--- src/sv/gpoll_pkg.sv ---
// Package: shared types, constants and decode helpers for the gamepad poll master.
package gpoll_pkg;

    // Bytes of a frame that the report ever looks at (bytes zero to eight).
    localparam int REPORT_BYTES = 9;

    localparam logic [7:0]  CMD_START     = 8'h01;
    localparam logic [7:0]  CMD_POLL      = 8'h42;
    localparam logic [7:0]  CMD_IDLE      = 8'h00;
    localparam logic [7:0]  ID_ANALOG     = 8'h73;
    localparam logic [15:0] HALF_PER_RST  = 16'd300;

    localparam int ID_BYTE  = 1;
    localparam int BTN_LO   = 3;
    localparam int BTN_HI   = 4;
    localparam int RX_BYTE  = 5;
    localparam int RY_BYTE  = 6;
    localparam int LX_BYTE  = 7;
    localparam int LY_BYTE  = 8;

    typedef enum logic [1:0] {
        PH_IDLE = 2'd0,
        PH_LOW  = 2'd1,
        PH_HIGH = 2'd2
    } phase_t;

    typedef logic [REPORT_BYTES-1:0][7:0] frame_t;

    typedef struct packed {
        logic [7:0]  id_byte;
        logic        red_mode;
        logic [15:0] buttons;
        logic [4:0]  key_code;
        logic [7:0]  right_x;
        logic [7:0]  right_y;
        logic [7:0]  left_x;
        logic [7:0]  left_y;
    } report_t;

    // Lowest cleared bit index plus one; zero when every bit is set.
    function automatic logic [4:0] key_of(input logic [15:0] btn);
        logic [4:0] key;
        key = 5'd0;
        for (int i = 15; i >= 0; i--) begin
            if (!btn[i]) begin
                key = 5'(i + 1);
            end
        end
        return key;
    endfunction

endpackage

--- src/sv/gpoll_if.sv ---
// Interfaces: tick channel in and pin/report channel out.
interface gpoll_in_if;
    logic valid;
    logic ready;
    logic action;
    logic data_in;

    modport source (output valid, output action, output data_in, input ready);
    modport sink   (input valid, input action, input data_in, output ready);
endinterface

interface gpoll_out_if;
    logic        valid;
    logic        ready;
    logic        clk_level;
    logic        select_level;
    logic        cmd_level;
    logic        frame_done;
    logic [7:0]  id_byte;
    logic        red_mode;
    logic [15:0] buttons;
    logic [4:0]  key_code;
    logic [7:0]  right_x;
    logic [7:0]  right_y;
    logic [7:0]  left_x;
    logic [7:0]  left_y;

    modport source (
        output valid, output clk_level, output select_level, output cmd_level,
        output frame_done, output id_byte, output red_mode, output buttons,
        output key_code, output right_x, output right_y, output left_x,
        output left_y, input ready
    );
    modport sink (
        input valid, input clk_level, input select_level, input cmd_level,
        input frame_done, input id_byte, input red_mode, input buttons,
        input key_code, input right_x, input right_y, input left_x,
        input left_y, output ready
    );
endinterface

--- src/sv/gamepad_serial_poll_master.sv ---
// Top level: gamepad poll master, serial engine stepped one tick per word.
//
//  channel   | dir | handshake      | payload
//  ----------+-----+----------------+------------------------------------------
//  in_ch     | in  | valid/ready    | action, data_in (one tick or a start)
//  out_ch    | out | valid/ready    | pin levels, frame_done, decoded report
//  cfg       | in  | cfg_we         | cfg_wdata = half_period (16 bit)
//
//  One word in gives one word out, in the cycle after it is accepted; a new word is
//  taken every cycle unless stalled. The serial state and the output register both load
//  on the accepting edge, so the output word is held in that single output register.
//  Reset clears the engine to idle (select high, clock high), half_period 300.
//  in_ch.ready drops only when the output register is full and out_ch.ready
//  is low; the engine does not advance while stalled.
//
//  Bits go LSB first: half_period ticks with clock low, half_period ticks with
//  clock high; the data line is sampled on the tick the clock rises. Commands
//  0x01 then 0x42, command line low for the remaining bytes. A start word
//  restarts the frame at once; a half_period of zero behaves as one.
module gamepad_serial_poll_master #(
    parameter int FRAME_BYTES = 9
) (
    input  logic        clk,
    input  logic        rst_n,
    input  logic        cfg_we,
    input  logic [15:0] cfg_wdata,
    gpoll_in_if.sink    in_ch,
    gpoll_out_if.source out_ch
);
    import gpoll_pkg::*;

    localparam int CW = $clog2(FRAME_BYTES);

    // configuration
    logic [15:0] half_period_reg;
    logic [15:0] hp;

    // serial engine state
    phase_t          phase_reg, phase_next;
    logic [CW-1:0]   byte_count_reg, byte_count_next;
    logic [2:0]      bit_count_reg, bit_count_next;
    logic [15:0]     tick_count_reg, tick_count_next;
    logic [7:0]      shift_reg, shift_next;
    frame_t          frame_reg, frame_next;

    logic            accept;
    logic            done;
    logic            sample;
    logic [15:0]     tick_inc;
    logic [CW-1:0]   byte_inc;

    // output word
    logic            out_valid_reg;
    logic            clk_lvl_next, sel_lvl_next, cmd_lvl_next;
    logic            clk_lvl_reg, sel_lvl_reg, cmd_lvl_reg, done_reg;
    report_t         report;
    report_t         report_reg;

    assign hp       = (half_period_reg == 16'd0) ? 16'd1 : half_period_reg;
    assign in_ch.ready = !out_valid_reg || out_ch.ready;
    assign accept   = in_ch.valid && in_ch.ready;
    assign tick_inc = tick_count_reg + 16'd1;
    assign byte_inc = byte_count_reg + CW'(1);

    always_ff @(posedge clk or negedge rst_n)
    begin
        if (!rst_n)
        begin
            half_period_reg <= HALF_PER_RST;
        end
        else if (cfg_we)
        begin
            half_period_reg <= cfg_wdata;
        end
    end

    // next state of the serial engine
    always_comb
    begin
        phase_next      = phase_reg;
        byte_count_next = byte_count_reg;
        bit_count_next  = bit_count_reg;
        tick_count_next = tick_count_reg;
        shift_next      = shift_reg;
        frame_next      = frame_reg;
        done            = 1'b0;
        sample          = 1'b0;

        if (accept)
        begin
            if (in_ch.action)
            begin
                frame_next      = '0;
                byte_count_next = '0;
                bit_count_next  = '0;
                tick_count_next = '0;
                phase_next      = PH_LOW;
                shift_next      = CMD_START;
            end
            else
            begin
                case (phase_reg)
                    PH_LOW:
                    begin
                        tick_count_next = tick_inc;
                        if (tick_inc >= hp)
                        begin
                            sample          = 1'b1;
                            phase_next      = PH_HIGH;
                            tick_count_next = '0;
                        end
                    end
                    PH_HIGH:
                    begin
                        tick_count_next = tick_inc;
                        if (tick_inc >= hp)
                        begin
                            tick_count_next = '0;
                            if (bit_count_reg == 3'd7)
                            begin
                                bit_count_next = '0;
                                if (byte_count_reg == CW'(FRAME_BYTES - 1))
                                begin
                                    phase_next      = PH_IDLE;
                                    byte_count_next = '0;
                                    shift_next      = '0;
                                    done            = 1'b1;
                                end
                                else
                                begin
                                    byte_count_next = byte_inc;
                                    shift_next      = (byte_inc == CW'(1)) ? CMD_POLL
                                                                           : CMD_IDLE;
                                    phase_next      = PH_LOW;
                                end
                            end
                            else
                            begin
                                bit_count_next = bit_count_reg + 3'd1;
                                shift_next     = shift_reg >> 1;
                                phase_next     = PH_LOW;
                            end
                        end
                    end
                    default:
                    begin
                        phase_next = PH_IDLE;
                    end
                endcase
            end

            // reply of byte zero is dropped; bytes past the report are not kept
            for (int j = 1; j < REPORT_BYTES; j++)
            begin
                if (sample && in_ch.data_in && (int'(byte_count_reg) == j))
                begin
                    frame_next[j][bit_count_reg] = 1'b1;
                end
            end
        end
    end

    // pin levels follow the state after this tick
    always_comb
    begin
        clk_lvl_next = (phase_next != PH_LOW);
        sel_lvl_next = (phase_next == PH_IDLE);
        cmd_lvl_next = (phase_next == PH_IDLE) ? 1'b0 : shift_next[0];
    end

    gpoll_report u_report (
        .frame  (frame_reg),
        .done   (done),
        .report (report)
    );

    always_ff @(posedge clk or negedge rst_n)
    begin
        if (!rst_n)
        begin
            phase_reg      <= PH_IDLE;
            byte_count_reg <= '0;
            bit_count_reg  <= '0;
            tick_count_reg <= '0;
            shift_reg      <= '0;
            frame_reg      <= '0;
            out_valid_reg  <= 1'b0;
        end
        else
        begin
            phase_reg      <= phase_next;
            byte_count_reg <= byte_count_next;
            bit_count_reg  <= bit_count_next;
            tick_count_reg <= tick_count_next;
            shift_reg      <= shift_next;
            frame_reg      <= frame_next;
            out_valid_reg  <= accept || (out_valid_reg && !out_ch.ready);
        end
    end

    // output word register, loads with each accepted tick
    always_ff @(posedge clk)
    begin
        if (accept)
        begin
            clk_lvl_reg <= clk_lvl_next;
            sel_lvl_reg <= sel_lvl_next;
            cmd_lvl_reg <= cmd_lvl_next;
            done_reg    <= done;
            report_reg  <= report;
        end
    end

    assign out_ch.valid        = out_valid_reg;
    assign out_ch.clk_level    = clk_lvl_reg;
    assign out_ch.select_level = sel_lvl_reg;
    assign out_ch.cmd_level    = cmd_lvl_reg;
    assign out_ch.frame_done   = done_reg;
    assign out_ch.id_byte      = report_reg.id_byte;
    assign out_ch.red_mode     = report_reg.red_mode;
    assign out_ch.buttons      = report_reg.buttons;
    assign out_ch.key_code     = report_reg.key_code;
    assign out_ch.right_x      = report_reg.right_x;
    assign out_ch.right_y      = report_reg.right_y;
    assign out_ch.left_x       = report_reg.left_x;
    assign out_ch.left_y       = report_reg.left_y;

endmodule

--- src/sv/gpoll_report.sv ---
// Frame decode: picks the report fields out of the frame store.
module gpoll_report (
    input  gpoll_pkg::frame_t  frame,
    input  logic               done,
    output gpoll_pkg::report_t report
);
    import gpoll_pkg::*;

    logic [15:0] btn;

    assign btn = {frame[BTN_HI], frame[BTN_LO]};

    always_comb
    begin
        report = '0;
        if (done)
        begin
            report.id_byte  = frame[ID_BYTE];
            report.red_mode = (frame[ID_BYTE] == ID_ANALOG);
            report.buttons  = btn;
            report.key_code = key_of(btn);
            report.right_x  = frame[RX_BYTE];
            report.right_y  = frame[RY_BYTE];
            report.left_x   = frame[LX_BYTE];
            report.left_y   = frame[LY_BYTE];
        end
    end

endmodule

--- src/flat_wrapper.sv ---
// flat-port wrapper written by rule: the top's interface ports become plain ports
module gamepad_serial_poll_master_flat import gpoll_pkg::*;
#(
    parameter int FRAME_BYTES = 9
)
  (clk, rst_n, cfg_we, cfg_wdata, in_ch_valid, in_ch_action, in_ch_data_in, in_ch_ready, out_ch_valid, out_ch_clk_level, out_ch_select_level, out_ch_cmd_level, out_ch_frame_done, out_ch_id_byte, out_ch_red_mode, out_ch_buttons, out_ch_key_code, out_ch_right_x, out_ch_right_y, out_ch_left_x, out_ch_left_y, out_ch_ready);
  gpoll_in_if in_ch_i ();
  gpoll_out_if out_ch_i ();
  input  logic clk;
  input  logic rst_n;
  input  logic cfg_we;
  input  logic [15:0] cfg_wdata;
  input wire logic [$bits(in_ch_i.valid)-1:0] in_ch_valid;
  input wire logic [$bits(in_ch_i.action)-1:0] in_ch_action;
  input wire logic [$bits(in_ch_i.data_in)-1:0] in_ch_data_in;
  output wire logic [$bits(in_ch_i.ready)-1:0] in_ch_ready;
  output wire logic [$bits(out_ch_i.valid)-1:0] out_ch_valid;
  output wire logic [$bits(out_ch_i.clk_level)-1:0] out_ch_clk_level;
  output wire logic [$bits(out_ch_i.select_level)-1:0] out_ch_select_level;
  output wire logic [$bits(out_ch_i.cmd_level)-1:0] out_ch_cmd_level;
  output wire logic [$bits(out_ch_i.frame_done)-1:0] out_ch_frame_done;
  output wire logic [$bits(out_ch_i.id_byte)-1:0] out_ch_id_byte;
  output wire logic [$bits(out_ch_i.red_mode)-1:0] out_ch_red_mode;
  output wire logic [$bits(out_ch_i.buttons)-1:0] out_ch_buttons;
  output wire logic [$bits(out_ch_i.key_code)-1:0] out_ch_key_code;
  output wire logic [$bits(out_ch_i.right_x)-1:0] out_ch_right_x;
  output wire logic [$bits(out_ch_i.right_y)-1:0] out_ch_right_y;
  output wire logic [$bits(out_ch_i.left_x)-1:0] out_ch_left_x;
  output wire logic [$bits(out_ch_i.left_y)-1:0] out_ch_left_y;
  input wire logic [$bits(out_ch_i.ready)-1:0] out_ch_ready;
  assign in_ch_i.valid = in_ch_valid;
  assign in_ch_i.action = in_ch_action;
  assign in_ch_i.data_in = in_ch_data_in;
  assign in_ch_ready = in_ch_i.ready;
  assign out_ch_valid = out_ch_i.valid;
  assign out_ch_clk_level = out_ch_i.clk_level;
  assign out_ch_select_level = out_ch_i.select_level;
  assign out_ch_cmd_level = out_ch_i.cmd_level;
  assign out_ch_frame_done = out_ch_i.frame_done;
  assign out_ch_id_byte = out_ch_i.id_byte;
  assign out_ch_red_mode = out_ch_i.red_mode;
  assign out_ch_buttons = out_ch_i.buttons;
  assign out_ch_key_code = out_ch_i.key_code;
  assign out_ch_right_x = out_ch_i.right_x;
  assign out_ch_right_y = out_ch_i.right_y;
  assign out_ch_left_x = out_ch_i.left_x;
  assign out_ch_left_y = out_ch_i.left_y;
  assign out_ch_i.ready = out_ch_ready;
  gamepad_serial_poll_master #(.FRAME_BYTES(FRAME_BYTES)) u_core (.clk(clk), .rst_n(rst_n), .cfg_we(cfg_we), .cfg_wdata(cfg_wdata), .in_ch(in_ch_i), .out_ch(out_ch_i));
endmodule
--- config.mk ---
export PLATFORM = sky130hd
export DESIGN_NAME = gamepad_serial_poll_master_flat
export DESIGN_NICKNAME = d
export VERILOG_FILES = /design/src/sv/gpoll_pkg.sv /design/src/sv/gpoll_if.sv /design/src/sv/gamepad_serial_poll_master.sv /design/src/sv/gpoll_report.sv /design/src/flat_wrapper.sv
export SDC_FILE = /design/constraint.sdc
export NUM_CORES = 1
export LEC_CHECK = 0
export BUFFER_PORTS_ARGS = -buffer_cell sky130_fd_sc_hd__buf_4
export CAP_MARGIN = 20
export CORE_MARGIN = 3
export CORE_UTILIZATION = 57
export CTS_CLUSTER_DIAMETER = 80
export CTS_CLUSTER_SIZE = 16
export DETAILED_ROUTE_END_ITERATION = 10
export PLACE_DENSITY = 0.78
export SYNTH_ARGS = -nofsm -noshare
export SYNTH_HDL_FRONTEND = slang
export SYNTH_SLANG_ARGS = --single-unit
--- constraint.sdc ---
create_clock -name clk -period 4.64 [get_ports clk]
set_input_delay 0.928 -clock clk [delete_from_list [all_inputs] [get_ports clk]]
set_output_delay 0.928 -clock clk [all_outputs]
set_load 0.05 [all_outputs]
-- Word-level counts from Yosys, hierarchy flattened
Cells that the tools add are included.
- add/subtract/negate cells: 3
- magnitude comparators: 3
- equality and inequality tests: 15
- mux-type cells: 65
- bitwise operators: 8
- reductions and logical operators: 30
- operators by type and width (cell ; count):
    $mux 72 ; 2
    $mux 8 ; 13
    $mux 16 ; 4
    $or 8x8->8 ; 8
    $mux 4 ; 13
    $eq 4x4->1 const B ; 6
    $mux 3 ; 8
    $add 16x1->16 const B ; 1
    $ge 16x16->1 ; 1
    $logic_not 16->1 ; 1
    $reduce_and 16->1 ; 1
    $mux 1 ; 15
    $logic_and 1x1->1 ; 12
    $mux 2 ; 6
    $eq 4x3->1 const B ; 2
    $eq 8x7->1 const B ; 1
    $reduce_and 4->1 ; 2
    $reduce_and 8->1 ; 1
    $reduce_bool 2->1 ; 4
    $mux 7 ; 1
    $mux 5 ; 1
    $add 4x1->4 const B ; 1
    $eq 4x1->1 const B ; 1
    $eq 4x2->1 const B ; 1
    other kinds (15) ; 18
- register bits: 180
- bits of input ports: 23
- output and inout port bits: 68
- word-level logic and storage cells: 156

-- Longest topological paths before layout
Gate-level depths: netlist of the first run.
- depth in word-level cells: 16
- gate-level depth with buffers: 15
- gate-level depth less buffers: 13

-- Hierarchy
A second synthesis of the first run with hierarchy kept.
- cell total of the unflattened synthesis: 716
- area total of the unflattened synthesis: 8011.4 um^2
- by module, submodules not included (module ; times used ; cells each ; area an instance (um^2) ; sequential area each (um^2)):
    gamepad_serial_poll_master ; 1 ; 620 ; 7442.1 ; 4814.6
    gpoll_report ; 1 ; 96 ; 569.3 ; 0.0

-- Least setup slack after synthesis of the first run
Ideal clock, no wire load.
- path type: input-to-reg
- start point: input out_ch_ready
- end point: register u_core.tick_count_reg[0]
- library setup time: 0.127 ns
- arrival: 4.858 ns
- required time: 4.513 ns
- path slack: -0.345 ns
- cell stages on the path: 6
- buffers on the path: 1
- cell sequence: nand2b_1 > nand2_1 > inv_1 > clkbuf_1 > o21ai_1 > mux2_2
- cells in the longest elaborated chain, start to end: 3
- RTL lines (item ; RTL line ; text):
    start, declared ; flat_wrapper.sv:30 ; input wire logic [$bits(out_ch_i.ready)-1:0] out_ch_ready;
    $logic_or 1x1->1 ; gamepad_serial_poll_master.sv:60 ; assign in_ch.ready = !out_valid_reg || out_ch.ready;
    $logic_and 1x1->1 ; gamepad_serial_poll_master.sv:61 ; assign accept = in_ch.valid && in_ch.ready;
    net u_core.accept ; gamepad_serial_poll_master.sv:46 ; logic accept;
    $reduce_and 2->1 (no source line) ; - ;
    end signal, assigned ; gamepad_serial_poll_master.sv:194 ; tick_count_reg <= tick_count_next;
    end, declared ; gamepad_serial_poll_master.sv:42 ; logic [15:0] tick_count_reg, tick_count_next;
The timed path passes the listed nets, and every way through them passes these cells.
A chain may end at the register's enable or synchronous reset.

-- Worst setup path after layout of the first run
- start point: register u_core.tick_count_reg[2]
- end point: register u_core.report_reg (netlist bit u_core.out_ch.key_code[4]), data pin
- cells in the longest elaborated chain, start to end: 7
- RTL lines (item ; RTL line ; text):
    $add 16x1->16 ; gamepad_serial_poll_master.sv:62 ; assign tick_inc = tick_count_reg + 16'd1;
    $ge 16x16->1 ; gamepad_serial_poll_master.sv:116 ; if (tick_inc >= hp)
    $mux 1 ; gamepad_serial_poll_master.sv:116 ;
    $mux 1 ; gamepad_serial_poll_master.sv:102 ; case (phase_reg)
    $mux 1 ; gamepad_serial_poll_master.sv:91 ; if (in_ch.action)
    $mux 1 ; gamepad_serial_poll_master.sv:89 ; if (accept)
    $reduce_and 16->1 (no source line) ; - ;
    end signal, assigned ; gamepad_serial_poll_master.sv:210 ; report_reg <= report;
    end, declared ; gamepad_serial_poll_master.sv:57 ; report_t report_reg;
Every way passes these cells.

==> results of run 1 <==
## per-stage QoR
stage / instance area (µm²) / total power, mW / instances
floorplan: 7650 / 1.99 / 666
global placement: 8510 / 2.12 / 907
detailed placement: 8510 / 2.14 / 907
CTS: 9110 / 3.57 / 939
global route: 9120 / 3.68 / 940
finish: 9120 / 3.56 / 940
## cell usage in the layout (no fill, tap or decap), drive strengths merged, types with 5 or more instances in the layout
| master | Yosys | final |
|---|---|---|
| a21boi | 6 | 6 |
| a21oi | 15 | 15 |
| a22o | 40 | 40 |
| a31oi | 13 | 13 |
| and2 | 56 | 56 |
| and3 | 15 | 15 |
| buf | 5 | 100 |
| clkbuf | 25 | 18 |
| clkinv | 1 | 6 |
| dfrtp | 101 | 101 |
| edfxtp | 66 | 66 |
| ha | 25 | 25 |
| inv | 33 | 35 |
| nand2 | 74 | 74 |
| nand2b | 7 | 7 |
| nand3 | 16 | 16 |
| nand4 | 10 | 10 |
| nor2 | 15 | 15 |
| nor3 | 13 | 13 |
| nor4 | 12 | 12 |
| nor4b | 5 | 5 |
| o21ai | 53 | 53 |
| xnor2 | 6 | 6 |
| xor2 | 8 | 8 |
## final cells by class
| cell class | count | share of cell area [%] |
|---|---|---|
| Sequential cell | 171 | 50.6 |
| Clock inverter | 14 | 1.87 |
| Inverter | 34 | 1.40 |
| Multi-Input combinational cell | 431 | 30.9 |
| Clock buffer | 18 | 4.71 |
| Tap cell | 172 | 2.36 |
| Timing Repair Buffer | 100 | 8.23 |
## worst paths after layout
check,start,endpoint,slack (ns)
max,u_core.tick_count_reg[2]$_DFFE_PN0P_,u_core.out_ch.key_code[4]$_SDFFCE_PN0P_,0.34
min,u_core.frame_reg[71]$_DFFE_PN0P_,u_core.frame_reg[71]$_DFFE_PN0P_,0.49
max reg2reg,u_core.tick_count_reg[2]$_DFFE_PN0P_,u_core.out_ch.key_code[4]$_SDFFCE_PN0P_,0.34
min reg2reg,u_core.frame_reg[71]$_DFFE_PN0P_,u_core.frame_reg[71]$_DFFE_PN0P_,0.49
max in group asynchronous,rst_n,u_core.shift_reg[0]$_DFF_PN0_,3.06
min in group asynchronous,rst_n,u_core.half_period_reg[10]$_DFFE_PN0P_,0.67
## timing repair
item,in CTS,in global routing
resized for setup,0,1
endpoints found under the hold margin,0,0
endpoints found under the setup margin,0,61
## critical path: stages, from the launching register on
cell and delay (ns):
dfrtp_1 0.43, and4_1 0.27, nand4_1 0.29, nor2_1 0.37, nand3_1 0.16, xnor2_1 0.15
ha_1 0.33, a21oi_1 0.15, o21ai_0 0.09, a211o_1 0.36, o21ai_1 0.86, nor3_4 0.05
buf_4 0.29, and4_1 0.24
## synth_stat cells, drive strengths merged (2+ instances only)
library cell | number | area, µm²
edfxtp | 66 | 1980
inv | 33 | 124
xor2 | 8 | 70.1
nor3 | 13 | 75.1
xnor2 | 6 | 52.6
a21o | 4 | 30.0
and2 | 56 | 350
nand2 | 74 | 278
o211ai | 4 | 30.0
a41oi | 2 | 17.5
a21oi | 15 | 75.1
a21boi | 6 | 45.0
nand3b | 2 | 15.0
nor2 | 15 | 58.8
a22o | 40 | 350
nand4b | 2 | 17.5
nand2b | 7 | 43.8
o22ai | 3 | 18.8
nor4 | 12 | 75.1
clkbuf | 25 | 93.8
dfrtp | 101 | 2530
nor4b | 5 | 43.8
a31oi | 13 | 81.3
ha | 25 | 313
a221o | 2 | 20.0
dfstp | 4 | 105
o21ai | 53 | 265
mux2 | 4 | 45.0
and3b | 2 | 17.5
and3 | 15 | 93.8
and4 | 2 | 17.5
buf | 5 | 31.3
nand4 | 10 | 62.6
a2bb2oi | 2 | 17.5
nand3 | 16 | 80.1
## power by group
group / total [mW] / internal (mW) / switching (mW) / leakage [nW]
sequential: 1.69 / 1.64 / 0.0507 / 2.08
clock: 1.43 / 0.848 / 0.586 / 0.280
combinational: 0.432 / 0.137 / 0.295 / 1.77
total: 3.56 / 2.62 / 0.932 / 4.13
## metal layers
layer  up-vias  global-route usage, %  wire, µm
met1      2704                   31.7      7160
met5         -                      0         0
met4         0                   10.4       491
met2       178                   36.5      7870
met3        40                   4.41       771
li1       2594                      -         -
## logic make-up (layout without fill, tap and decap cells)
logic type,after synthesis,count (layout),share of synthesized area [%]
muxes,4,4,0.589
AOI/OAI and AO/OA,154,154,13.8
and+or+nand+nor,234,234,16.3
xor gates and xnor gates,14,14,1.60
DFF,171,171,60.3
adders and majority gates,25,25,4.09
buffers and inverters,64,166,3.30
==> out/results.ini, run 1 <==
[global_route]
grt_max_degree = 83
grt_pass1_wl_um = 26600
overflow = 0
grt_usage_pct = 23.2
grt_pass1_vias = 5260
antenna_found_initial = 0

[cts]
clk_pin_slew_ns = 0.06
cts_sinks = 171
numCtsBuffers = 17
post_cts_buffers = 0
cts-root-buf = clkbuf_16
htreeDepth = 4
cts_hold_buffers = 0
clk_latency_ns = 0.43
cts.path.max_buffers = 2
cts_tree = done

[worst_setup_path]
critPathKind = reg -> reg
crit_arrival_ns = 4.48
start_kind = flop
crit_fanout = 60
end_kind = flop
worstRegToRegCells = 13
required_ns = 4.82

[finish]
antenna_cells = 0
drive_above_1_share_pct = 19.4
syn2layout_area_growth_pct = 19.2
fill_cells = 914
largest_reg_flops = 56
fin_util_pct = 70.8
nets = 803
seq_area_um2 = 4610
multiInputGateArea_um2 = 2810

[worst_hold_path]
hold_class = reg -> reg
whs_path_depth = 2

[logic_synthesis]
syn_inst = 666
synth_edf_count = 66
ys_seq_elements = 171
yosys_most_used_dff = dfrtp_1
synth_fp_nets = 714
async_flop_share_pct = 61.4
synth.cell_area_um2 = 7650
avgSynthCellArea_um2 = 11.5
synth_cell_types = 54
yosysWarnings = 0
seq_area_frac_synth_pct = 60.3

[die]
start_util_pct = 59.4
dieArea_um2 = 14800
core-area_um2 = 12900
die_w_um = 122
floorplan.rows = 41
die_h_um = 122
io_pins = 91

[status]
outcome = complete, no violations

[routing]
routedWlPerCell_um = 17.3
vias_per_cell = 5.87
vias = 5516
drc_errors = 0
drt-total-wl_um = 16300
first_iter_violations = 432
first_pass_iters = 5
drtAntennaViolNets = 0

[sta]
rsz0062_at_grt = false
final-setup-viol-count = 0
worst_pin_slew_ns = 1.14
period_share_pct = 92.8
hold_viol = 0
min_period_ns = 4.30
final.setup.worst_slack_ns = 0.335
max_freq_mhz = 232
holdWs_ns = 0.486
slew_headroom_pct = 24.0
fin_worst_skew_ns = 0.00806
finalSetupTns_ns = 0
maxSlewViolCount = 0

[placed_design]
post-place-ws_ns = 0.351
globalplace.congestion = 0.923
port_buffers = 90
dp_hpwl_um = 11200

[pwr]
pwr_density_cell_nw_per_um2 = 390
vdd.ir_drop.worst_uv = 262
p_leak_nw = 4.13

[run]
cap_violations = 0

Power figures use the tool's default switching activity.
==> inputs of run 2 (changes only) <==
--- a/config.mk
+++ b/config.mk
@@ -9,6 +9,7 @@
 export CAP_MARGIN = 20
 export CORE_MARGIN = 3
 export CORE_UTILIZATION = 57
+export CTS_BUF_LIST = sky130_fd_sc_hd__clkbuf_4
 export CTS_CLUSTER_DIAMETER = 80
 export CTS_CLUSTER_SIZE = 16
 export DETAILED_ROUTE_END_ITERATION = 10
==> run 2 against run 1 <==
- first-iteration DRC count is 8.6% higher
- critical path depth unchanged
- sequential share of layout area up 1.7 points
- die area is the same
- via count down 0.38%
- clock power is 37% lower
- setup slack better by 0.031 ns
- core utilization decreased by 2.3 points
- combinational power is essentially flat
- sequential power hardly changed
- power shrank 15%
- critical endpoint is now u_core.out_ch.key_code[3]$_SDFFCE_PN0P_
- largest power group unchanged
- highest routed layer unchanged
==> out/results.ini, run 2 (synthesized netlist as in run 1, its figures left out) <==
[worst_setup_path]
required_ns = 4.96
critPathKind = reg -> reg
crit_fanout = 60
crit_arrival_ns = 4.60
end_kind = flop
reg2reg_slack_ns = 0.37
start_kind = flop
path_cells = and4_1, nand4_1, nor2_1, nand3_1, xnor2_1, ha_1, a21oi_1, o21ai_0, a211o_1, o21ai_1, nor3_4, buf_4, and3_1
cp_slowest_cell = o21ai_1
slowest_delay_ns = 0.86

[routing]
top_layer_used = met4
vias_per_cell = 5.84
dr_wl_met2_um = 7590
first_pass_iters = 5
vias = 5495
drc_errors = 0
drt-total-wl_um = 15900
met3_length_um = 813
drtAntennaViolNets = 0
routedWlPerCell_um = 16.9
first_iter_violations = 469
m1WireLength_um = 7070

[global_route]
grt_pass1_wl_um = 26000
antenna_found_initial = 1
grt_usage_pct = 22.4
grt_max_degree = 83
overflow = 0
grt_pass1_vias = 5168

[finish]
fill_cells = 959
drive_above_1_share_pct = 19.5
nets = 803
fin_util_pct = 68.6
mostFrequentLayoutCell = dfrtp_1
largest_reg_flops = 56
final_cell_mix = 101 x dfrtp_1, 100 x buf_4, 74 x nand2_1
syn2layout_area_growth_pct = 15.4

[cts]
clk_pin_slew_ns = 0.14
cts_sinks = 171
cts_resized = 0
cts_hold_buffers = 0
cts-root-buf = clkbuf_4
clk_latency_ns = 0.56
post_cts_buffers = 0
cts.path.max_buffers = 2
cts_tree = done
numCtsBuffers = 17
htreeDepth = 4

[die]
die_h_um = 122
floorplan.rows = 41
core-area_um2 = 12900
io_pins = 91
start_util_pct = 59.4
die_w_um = 122
dieArea_um2 = 14800

[worst_hold_path]
hold_class = reg -> reg

[placed_design]
port_buffers = 90
dp_hpwl_um = 11200
globalplace.congestion = 0.923

[sta]
min_period_ns = 4.27
max_freq_mhz = 234
period_share_pct = 92.1
maxSlewViolCount = 0
finalSetupTns_ns = 0
final-setup-viol-count = 0
holdWs_ns = 0.509
fin_worst_skew_ns = 0.0146
slew_headroom_pct = 27.8
hold_viol = 0
rsz0062_at_grt = false
worst_pin_slew_ns = 1.08

[pwr]
pwr-share-clk_pct = 29.7
pwr_density_cell_nw_per_um2 = 341
swShare_pct = 28.5
total_power_mw = 3.01
pwr-share-seq_pct = 56.0
pwr-share-comb_pct = 14.3
p_switching_uw = 857
p_leak_nw = 4.00
p_int_mw = 2.16
vdd.ir_drop.worst_uv = 158

[run]
cap_violations = 0

[status]
outcome = complete, no violations

## run 2: critical path, delay by kind of cell, from the launching register on
kind / cells / cell delay, ns
AO/OA/AOI/OAI: 4 / 1.45
XOR/XNOR: 1 / 0.15
adder cells (fa/ha/maj): 1 / 0.33
buffers and inverters: 1 / 0.29
flip-flops: 1 / 0.45
AND/OR/NAND/NOR: 6 / 1.35
## run 2: routing by layer
layer  vias to the layer above  track usage [%]
met5                         -                0
met4                         0             9.87
met3                        34             4.09
met2                       180             35.2
met1                      2694             31.0
li1                       2587                -
## run 2: final cells by class
class	count	area [µm²]	share of cell area, %
diodes	1	2.50	0.0283
clock buffers	18	135	1.53
clock inverters	14	170	1.93
inverters	34	128	1.45
multi-input cells	431	2810	31.9
flip-flops and latches	171	4610	52.3
well taps	172	215	2.44
repair buffers	100	751	8.50
## run 2: per-stage QoR
step | setup slack [ns] | instances | cell area (µm²)
2_1_floorplan | 0.963 | 666 | 7650
3_3_place_gp | 0.500 | 907 | 8510
3_5_place_dp | 0.351 | 907 | 8510
4_1_cts | 0.328 | 939 | 8810
5_1_grt | 0.0483 | 941 | 8830
6_report | 0.366 | 941 | 8830
## run 2: final timing paths
path / startpoint / endpoint / cells after the start
min: u_core.frame_reg[43]$_DFFE_PN0P_ / u_core.frame_reg[43]$_DFFE_PN0P_ / 2
max: u_core.tick_count_reg[2]$_DFFE_PN0P_ / u_core.out_ch.key_code[3]$_SDFFCE_PN0P_ / 13
max in group asynchronous: rst_n / u_core.shift_reg[0]$_DFF_PN0_ / 2
max reg2reg: u_core.tick_count_reg[2]$_DFFE_PN0P_ / u_core.out_ch.key_code[3]$_SDFFCE_PN0P_ / 13
min in group asynchronous: rst_n / u_core.half_period_reg[10]$_DFFE_PN0P_ / 1
min reg2reg: u_core.frame_reg[43]$_DFFE_PN0P_ / u_core.frame_reg[43]$_DFFE_PN0P_ / 2
## run 2: power by group through the flow
stage          logic [mW]  registers (mW)  clock network [mW]
4_1_cts             0.429            1.69               0.910
6_report            0.431            1.69               0.894
3_5_place_dp        0.427            1.72                   0
3_3_place_gp        0.413            1.71                   0
5_1_grt             0.473            1.70               0.970
2_1_floorplan       0.191            1.80                   0
==> inputs of run 3 (changes only) <==
--- a/config.mk
+++ b/config.mk
@@ -14,6 +14,7 @@
 export CTS_CLUSTER_SIZE = 16
 export DETAILED_ROUTE_END_ITERATION = 10
 export PLACE_DENSITY = 0.78
+export RECOVER_POWER = 25
 export SYNTH_ARGS = -nofsm -noshare
 export SYNTH_HDL_FRONTEND = slang
 export SYNTH_SLANG_ARGS = --single-unit
==> run 3 against run 2 <==
- the run now ends with max-capacitance violations, max-slew violations left
- register-to-register slack about the same
- combinational power about the same
- clock power about the same
- non-clock buffer count unchanged
- power about the same
- clock-buffer cell count unchanged
- maximum frequency about the same
- core utilization down 0.078 points
- sequential power about the same
- first-iteration DRC count up 2.6%
- die area unchanged
- critical endpoint unchanged
==> out/results.ini, run 3 (synthesized netlist as in run 1, its figures left out) <==
[status]
outcome = finished, violations left
violations = max-capacitance violations, max-slew violations

[global_route]
grt_usage_pct = 22.4
grt_pass1_wl_um = 26000
overflow = 0
grt_pass1_vias = 5168
grt_max_degree = 83
antenna_found_initial = 1

[cts]
cts_tree = done
cts.path.max_buffers = 2
clk_latency_ns = 0.56
clk_pin_slew_ns = 0.14
cts_sinks = 171
cts-root-buf = clkbuf_4
numCtsBuffers = 17
htreeDepth = 4

[sta]
worst_pin_slew_ns = 1.96
min_period_ns = 4.27
rsz0062_at_grt = false
final-setup-viol-count = 0
slew_headroom_pct = -30.4
fin_worst_skew_ns = 0.0150
period_share_pct = 92.1
max_freq_mhz = 234
maxSlewViolCount = 83
hold_viol = 0
finalSetupTns_ns = 0

[finish]
seq_area_um2 = 4610
mostFrequentLayoutCell = dfrtp_1
multiInputGateArea_um2 = 2810
fill_cells = 961
nets = 803
syn2layout_area_growth_pct = 15.3
final_cell_mix = 101 x dfrtp_1, 96 x buf_4, 74 x nand2_1
largest_reg_flops = 56
drive_above_1_share_pct = 19.3

[routing]
routedWlPerCell_um = 17.0
vias_per_cell = 5.83
drc_errors = 0
vias = 5482
first_iter_violations = 481
drt-total-wl_um = 16000
first_pass_iters = 5
drtAntennaViolNets = 0

[worst_setup_path]
start_kind = flop
crit_start = u_core.tick_count_reg[2]$_DFFE_PN0P_
crit_arrival_ns = 4.59
slowest_delay_ns = 0.86
path_delay_family = compound AO/OA/AOI/OAI gates
crit_fanout = 60
reg2reg_to = u_core.out_ch.key_code[3]$_SDFFCE_PN0P_
crit_buf_inv = 1
path_cells = and4_1, nand4_1, nor2_1, nand3_1, xnor2_1, ha_1, a21oi_1, o21ai_0, a211o_1, o21ai_1, nor3_4, buf_4, and3_1
cp_slowest_cell = o21ai_1
worstRegToRegCells = 13
required_ns = 4.96
critPathKind = reg -> reg
r2r_start = u_core.tick_count_reg[2]$_DFFE_PN0P_
end_kind = flop
reg2reg_slack_ns = 0.37

[run]
cap_violations = 1

[pwr]
pwr-share-seq_pct = 56.0
total_power_mw = 3.01
p_leak_nw = 3.99
vdd.ir_drop.worst_uv = 157
pwr_density_cell_nw_per_um2 = 342
pwr-share-clk_pct = 29.7
pwr-share-comb_pct = 14.3
swShare_pct = 28.5
p_int_mw = 2.15
p_switching_uw = 858

[placed_design]
port_buffers = 90
dp_hpwl_um = 11200
globalplace.congestion = 0.923

[worst_hold_path]
whs_endpoint = u_core.frame_reg[43]$_DFFE_PN0P_
whs_path_depth = 2
hold_class = reg -> reg
min_from = u_core.frame_reg[43]$_DFFE_PN0P_

[die]
io_pins = 91
start_util_pct = 59.4
dieArea_um2 = 14800
core-area_um2 = 12900
die_w_um = 122
die_h_um = 122
floorplan.rows = 41

run 3: worst max-delay path by stage:
stage | to | slack (ns) | cells past startpoint
global placement | u_core.out_ch.key_code[4]$_SDFFCE_PN0P_ | 0.50 | 12
CTS | u_core.out_ch.key_code[3]$_SDFFCE_PN0P_ | 0.33 | 12
finish | u_core.out_ch.key_code[3]$_SDFFCE_PN0P_ | 0.37 | 13
detailed placement | u_core.out_ch.key_code[3]$_SDFFCE_PN0P_ | 0.35 | 12
floorplan | u_core.tick_count_reg[0]$_DFFE_PN0P_ | 0.96 | 6
global route | u_core.out_ch.key_code[4]$_SDFFCE_PN0P_ | 0.05 | 13
run 3: area by class of cell:
class                           instances  area share (%)
Inverter                               34            1.45
Sequential cell                       171            52.3
Antenna cell                            1          0.0284
Timing Repair Buffer                  100            8.40
Clock inverter                         14            1.93
Tap cell                              172            2.44
Multi-Input combinational cell        431            31.9
Clock buffer                           18            1.53
run 3: stage by stage:
step	utilization, %	hold WS, ns	instance area, µm²	cells	worst slack [ns]
floorplan	-	0.442	7650	666	0.963
global placement	66.1	0.461	8510	907	0.500
detailed placement	66.1	0.474	8510	907	0.351
CTS	68.4	0.507	8810	939	0.328
global route	68.5	0.531	8820	941	0.0483
finish	68.5	0.504	8820	941	0.367
run 3: worst min-delay path, cell delays in order, from the launching register on:
cell and delay (ns):
dfrtp_1 0.37, nand2_1 0.05, o21ai_0 0.06
run 3: layer usage:
metal | global-route usage, % | wire length (µm) | vias up
met5 | 0 | 0 | -
met4 | 9.87 | 426 | 0
met3 | 4.09 | 792 | 31
met2 | 35.2 | 7550 | 171
met1 | 31.0 | 7190 | 2688
li1 | - | - | 2592
run 3: repair_timing:
| action | 4_1_cts | 5_1_grt |
|---|---|---|
| setup buffers | 0 | 0 |
| resized for setup | 0 | 1 |
| hold buffers | 0 | 0 |
| endpoints found under the setup margin | 0 | 60 |
run 3: power groups by stage:
stage	logic [mW]	clock network [mW]	registers, mW
floorplan	0.191	0	1.80
global placement	0.413	0	1.71
finish	0.431	0.894	1.69
global route	0.472	0.970	1.70
detailed placement	0.427	0	1.72
CTS	0.429	0.910	1.69
